===== config.mk =====
export PLATFORM = sky130hd
export DESIGN_NAME = dgm_ctrl
export DESIGN_NICKNAME = d
export VERILOG_FILES = /design/src/sv/dgm_pkg.sv /design/src/sv/dgm_ctrl.sv
export SDC_FILE = /design/constraint.sdc
export NUM_CORES = 1
export LEC_CHECK = 0
export ABC_AREA = 1
export BUFFER_PORTS_ARGS = -buffer_cell sky130_fd_sc_hd__buf_2
export CAP_MARGIN = 20
export CELL_PAD_IN_SITES_DETAIL_PLACEMENT = 0
export CELL_PAD_IN_SITES_GLOBAL_PLACEMENT = 1
export CORE_MARGIN = 10
export CORE_UTILIZATION = 30
export DETAILED_ROUTE_END_ITERATION = 12
export PLACE_DENSITY_LB_ADDON = 0.1
export SYNTH_ARGS = -nofsm -noshare
export SYNTH_HDL_FRONTEND = slang
export SYNTH_SLANG_ARGS = --single-unit

===== constraint.sdc =====
create_clock -name clk -period 2.6 [get_ports clk]
set_clock_uncertainty 0.15 [all_clocks]
set_input_delay 0.13 -clock clk [delete_from_list [all_inputs] [get_ports clk]]
set_output_delay 0.13 -clock clk [all_outputs]
set_load 0.02 [all_outputs]

===== src/sv/dgm_pkg.sv =====
// Shared types, constants and helpers for the DMX grand master universe store.
// Used by the controller, the datapath and the top level; no dependencies.
`timescale 1ns / 1ps

package dgm_pkg;

  // Field widths of one request and one result
  localparam int CH_W        = 12;
  localparam int VAL_W       = 8;
  localparam int IN_TDATA_W  = 24;
  localparam int OUT_TDATA_W = 24;

  // Master level after reset
  localparam logic [VAL_W-1:0] MASTER_RESET = 8'hFF;

  // Configuration register indexes (selected by paddr[2])
  localparam logic REG_LIMIT_MODE = 1'b0;
  localparam logic REG_ALL_MODE   = 1'b1;

  // Request opcodes
  typedef enum logic [1:0] {
    OP_WRITE      = 2'd0,
    OP_SET_MASTER = 2'd1,
    OP_CLEAR_SET  = 2'd2,
    OP_READ       = 2'd3
  } dgm_op_t;

  // Controller to datapath commands
  typedef struct packed {
    logic latch;     // capture the accepted request
    logic cnt_clr;   // zero the channel walk counter
    logic cnt_inc;   // advance the channel walk counter
    logic rd_ch;     // read both stores at the request channel
    logic rd_cnt;    // read both stores at the walk counter
    logic mul_val;   // multiply the request byte by the master
    logic mul_mem;   // multiply the stored raw byte by the master
    logic wr_chan;   // commit a channel write
    logic wr_walk;   // rewrite the walked channel if it is a member
    logic wr_zero;   // zero both stores at the walk counter
    logic wr_mclr;   // zero the member bit at the walk counter
    logic set_gm;    // load the new master level
    logic post;      // load the result register
  } dgm_cmd_t;

  // Datapath to controller status
  typedef struct packed {
    dgm_op_t op;
    logic    in_range;
    logic    cnt_last;
    logic    out_free;
  } dgm_sts_t;

  // Round v*gm/255 to nearest, halves up: floor((p + 127) / 255) for p = v*gm
  function automatic logic [VAL_W-1:0] div255_round(input logic [2*VAL_W-1:0] p);
    logic [2*VAL_W:0] t;
    t = {1'b0, p} + 17'd128;
    t = t + (t >> 8);
    return t[15:8];
  endfunction

endpackage


===== src/sv/dgm_ctrl.sv =====
// Controller: sequences clearing after reset, channel writes and reads,
// the master re-apply walk and the member clear sweep. Depends on dgm_pkg.
`timescale 1ns / 1ps

module dgm_ctrl (
  input  logic              clk,
  input  logic              rst_n,
  input  logic              in_valid_i,
  output logic              in_ready_o,
  input  dgm_pkg::dgm_sts_t sts_i,
  output dgm_pkg::dgm_cmd_t cmd_o
);

  typedef enum logic [3:0] {
    S_CLEAR,
    S_IDLE,
    S_DISPATCH,
    S_WR,
    S_GM_RD,
    S_GM_MUL,
    S_GM_WR,
    S_MCLR,
    S_POST
  } state_t;

  state_t state_r;
  state_t state_nxt;

  // Next state and commands
  always_comb begin
    state_nxt  = state_r;
    cmd_o      = '0;
    in_ready_o = 1'b0;
    case (state_r)
      S_CLEAR: begin
        cmd_o.wr_zero = 1'b1;
        cmd_o.cnt_inc = 1'b1;
        if (sts_i.cnt_last) begin
          cmd_o.cnt_clr = 1'b1;
          state_nxt     = S_IDLE;
        end
      end
      S_IDLE: begin
        in_ready_o  = 1'b1;
        cmd_o.latch = in_valid_i;
        if (in_valid_i) begin
          state_nxt = S_DISPATCH;
        end
      end
      S_DISPATCH: begin
        case (sts_i.op)
          dgm_pkg::OP_WRITE: begin
            if (sts_i.in_range) begin
              cmd_o.mul_val = 1'b1;
              state_nxt     = S_WR;
            end else begin
              state_nxt = S_POST;
            end
          end
          dgm_pkg::OP_SET_MASTER: begin
            cmd_o.set_gm  = 1'b1;
            cmd_o.cnt_clr = 1'b1;
            state_nxt     = S_GM_RD;
          end
          dgm_pkg::OP_CLEAR_SET: begin
            cmd_o.cnt_clr = 1'b1;
            state_nxt     = S_MCLR;
          end
          default: begin
            cmd_o.rd_ch = sts_i.in_range;
            state_nxt   = S_POST;
          end
        endcase
      end
      S_WR: begin
        cmd_o.wr_chan = 1'b1;
        state_nxt     = S_POST;
      end
      S_GM_RD: begin
        cmd_o.rd_cnt = 1'b1;
        state_nxt    = S_GM_MUL;
      end
      S_GM_MUL: begin
        cmd_o.mul_mem = 1'b1;
        state_nxt     = S_GM_WR;
      end
      S_GM_WR: begin
        cmd_o.wr_walk = 1'b1;
        cmd_o.cnt_inc = 1'b1;
        state_nxt     = sts_i.cnt_last ? S_POST : S_GM_RD;
      end
      S_MCLR: begin
        cmd_o.wr_mclr = 1'b1;
        cmd_o.cnt_inc = 1'b1;
        if (sts_i.cnt_last) begin
          state_nxt = S_POST;
        end
      end
      S_POST: begin
        // Hold until the result register is free
        if (sts_i.out_free) begin
          cmd_o.post = 1'b1;
          state_nxt  = S_IDLE;
        end
      end
      default: begin
        state_nxt = S_IDLE;
      end
    endcase
  end

  always_ff @(posedge clk) begin
    if (!rst_n) begin
      state_r <= S_CLEAR;
    end else begin
      state_r <= state_nxt;
    end
  end

  // Only one store write source at a time
  a_one_writer: assert property (@(posedge clk) disable iff (!rst_n)
    $onehot0({cmd_o.wr_chan, cmd_o.wr_walk, cmd_o.wr_zero, cmd_o.wr_mclr}))
    else $error("dgm_ctrl: conflicting store writes");

  // Never overwrite an untaken result
  a_post_free: assert property (@(posedge clk) disable iff (!rst_n)
    cmd_o.post |-> sts_i.out_free)
    else $error("dgm_ctrl: result posted while output busy");

  // The master walk ends on the last channel and then reports
  a_walk_end: assert property (@(posedge clk) disable iff (!rst_n)
    (state_r == S_GM_WR && sts_i.cnt_last) |=> (state_r == S_POST))
    else $error("dgm_ctrl: master walk did not finish");

  // No request taken while a store operation is in flight
  a_no_accept_busy: assert property (@(posedge clk) disable iff (!rst_n)
    (cmd_o.wr_zero || cmd_o.wr_walk || cmd_o.wr_mclr || cmd_o.wr_chan) |-> !in_ready_o)
    else $error("dgm_ctrl: request accepted during store update");

endmodule


==> qor.txt <==
utilization after layout: 42.7%
die footprint: 0.00366 mm2
sequential-to-total area share from yosys stat: 16.2%
Slowest cell on crit path: dfxtp_1
Filler Cells Inserted: 187
proportion of layout cells with a drive suffix above 1: 29.2%
Skew-Pair Late Insertion Delay: 0.23 ns
initial DRC count: 5
Die Height: 60.5 um
HPWL Detailed: 1230 um
Most common cell on crit path: nand2_1
hold crit path type: primary input to flip-flop
number of nets in the layout: 133
compound-cell area share of the yosys netlist: 3.30%
Root Buffer: clkbuf_4
IO Pins: 22
Tcrit/Tclk final: 64.8%
Power Density: 997 mW/mm2
Pleak: 0.433 nW
Req. time, crit path: 2.32 ns
WS Path Type: flip-flop to output port
Top Registers: state_r x4
port bufs: 21
synthesis warning total: 0
Starting Density: 32.3%
Critical Path Fanout Max: 5
Biggest register: state_r
placed cell areas: 618 um2
Fin. Hold Viols: 0
DRC: 0
largest family of logic cells by synthesized area: simple AND/OR/NAND/NOR gates
wire per inst: 10.4 um
critical path arrival: 1.40 ns
Synth Area per Inst: 5.19 um2
RSZ-0062 raised after global routing: no
ANT cells: 0
worst-path cell chain: nor2_1 > nand2_1 > nand2_1 > or2_2 > buf_2
wire length of the first global-routing pass: 2240 um
multiplexer share of the synthesized area: 0%
vias: 595
Post-Synth XOR/XNOR Area: 0%
Mapped Area: 493 um2
Largest register FFs: 4
Cell Rows: 14
register bit total from synthesis: 4
outcome: completed
Final min period: 1.68 ns
gpl congestion: 0.888
Max Fclk: 594 MHz
Critical Path Source Type: flip-flop
post-synthesis net count: 106
clock slew at reported path FFs: 0.04 ns
CTS Buf Count: 3
CTS sink count: 4
VDD IR max: 476 uV
die span in x: 60.5 um
setup bufs post-CTS: 0
Synth cell types: 14
initial antenna violation count: 0
fin. max-slew vios: 0
GRT Util Overall: 7.79%
post-route ant nets: 0
Worst-Margin Slew: 0.299 ns
number of global-route vias before repair: 539
flip-flop and latch area: 80.1 um2
worst relative slew slack: 80.0%
MaxCap Viol Count: 0
CP endpoint kind: output port
multi-input logic area: 334 um2
maximum buffer depth of the clock tree: 2
gr ovfl total: 0
Post-Synthesis Cells: 95
total core area: 0.00152 mm2
Area Growth Syn to Fin: 32.0%
Final Cell Area: 651 um2
Routed WL: 1420 um
largest net degree at the start of global routing: 8
CP peak stage delay: 0.44 ns
# resized after CTS: 0
endpoints failing setup: 0
1st-pass router iterations: 4
htree depth: 1
Simple-Gate Fraction of Synth Area: 56.9%
setup_tns: 0 ns
CTS tree: done
Via density: 4.38
post-synthesis adder-cell area fraction: 7.61%
==> synth_stat cells, drive strengths merged <==
| library cell | n | area (um2) |
|---|---|---|
| nand2 | 31 | 124 |
| nor2 | 25 | 114 |
| inv | 21 | 78.8 |
| nand3 | 6 | 30.0 |
| dfxtp | 4 | 80.1 |
| ha | 3 | 37.5 |
| o21ai | 2 | 10.0 |
| a31oi | 1 | 6.26 |
| nor4 | 1 | 6.26 |
| or2 | 1 | 6.26 |
==> logic make-up (layout without fill, tap and decap cells) <==
family,after synthesis,after routing
buffers and inverters,21,46
AO/OA/AOI/OAI,3,3
flip-flops,4,4
AND/OR/NAND/NOR,64,64
adder cells (fa/ha/maj),3,3
==> area by class of cell <==
type                       count  area share [%]
clock buffer                   3            3.46
inverter                      21            12.1
multi-input combinational     70            51.3
sequential                     4            12.3
tap                           16            3.08
timing repair buffer          22            17.7
==> per-stage QoR <==
stage	hold slack, ns	worst slack, ns	std cells	power, mW
floorplan	0.0893	1.07	95	0.455
global placement	0.239	1.14	132	0.578
detailed placement	0.242	1.15	132	0.576
CTS	0.160	0.896	136	0.660
global route	0.190	0.788	136	0.720
finish	0.170	0.916	136	0.649
==> critical path: cells and delay by family (launching register included) <==
kind                   cells  cell delay, ns
DFF                        1            0.44
and+or+nand+nor            4            0.57
buffers and inverters      1            0.16
==> repair_timing <==
item	4_1_cts	5_1_grt
hold buffers	1	0
endpoints found under the setup margin	0	0
hold endpoints to repair	1	0
==> per-layer routing <==
layer	GRT usage, %	part of all wire [%]
met4	3.76	0
met1	8.91	45
met3	2.92	8.6
met5	0	0
met2	12.5	46
==> report_power, final <==
group          leakage (nW)  internal (mW)  total [mW]  switching [mW]
Sequential           0.0330         0.0850       0.119          0.0338
Combinational         0.387          0.149       0.454           0.306
Clock                0.0138         0.0516      0.0758          0.0242
==> final timing paths <==
kind	from	to	slack (ns)	cells past startpoint
setup / recovery	state_r[0]	cmd_o[10]	0.92	5
hold / removal	sts_i[1]	state_r[2]	0.17	4
setup reg to reg	state_r[2]	state_r[1]	1.23	8
hold reg to reg	state_r[3]	state_r[3]	0.39	2
==> cells in the final DEF, fill, tap and decap left out <==
cell	count
nand2_1	28
ha_1	3
a31oi_1	1
clkbuf_4	3
nor2_1	19
inv_2	1
nor2_2	5
nor2_4	1
nand2_2	3
nand3_1	6
buf_2	21
or2_2	1
dfxtp_1	4
inv_1	20
o21ai_0	2
dlygate4sd3_1	1
nor4_1	1
Note: power is estimated with default switching activity, not from simulation.
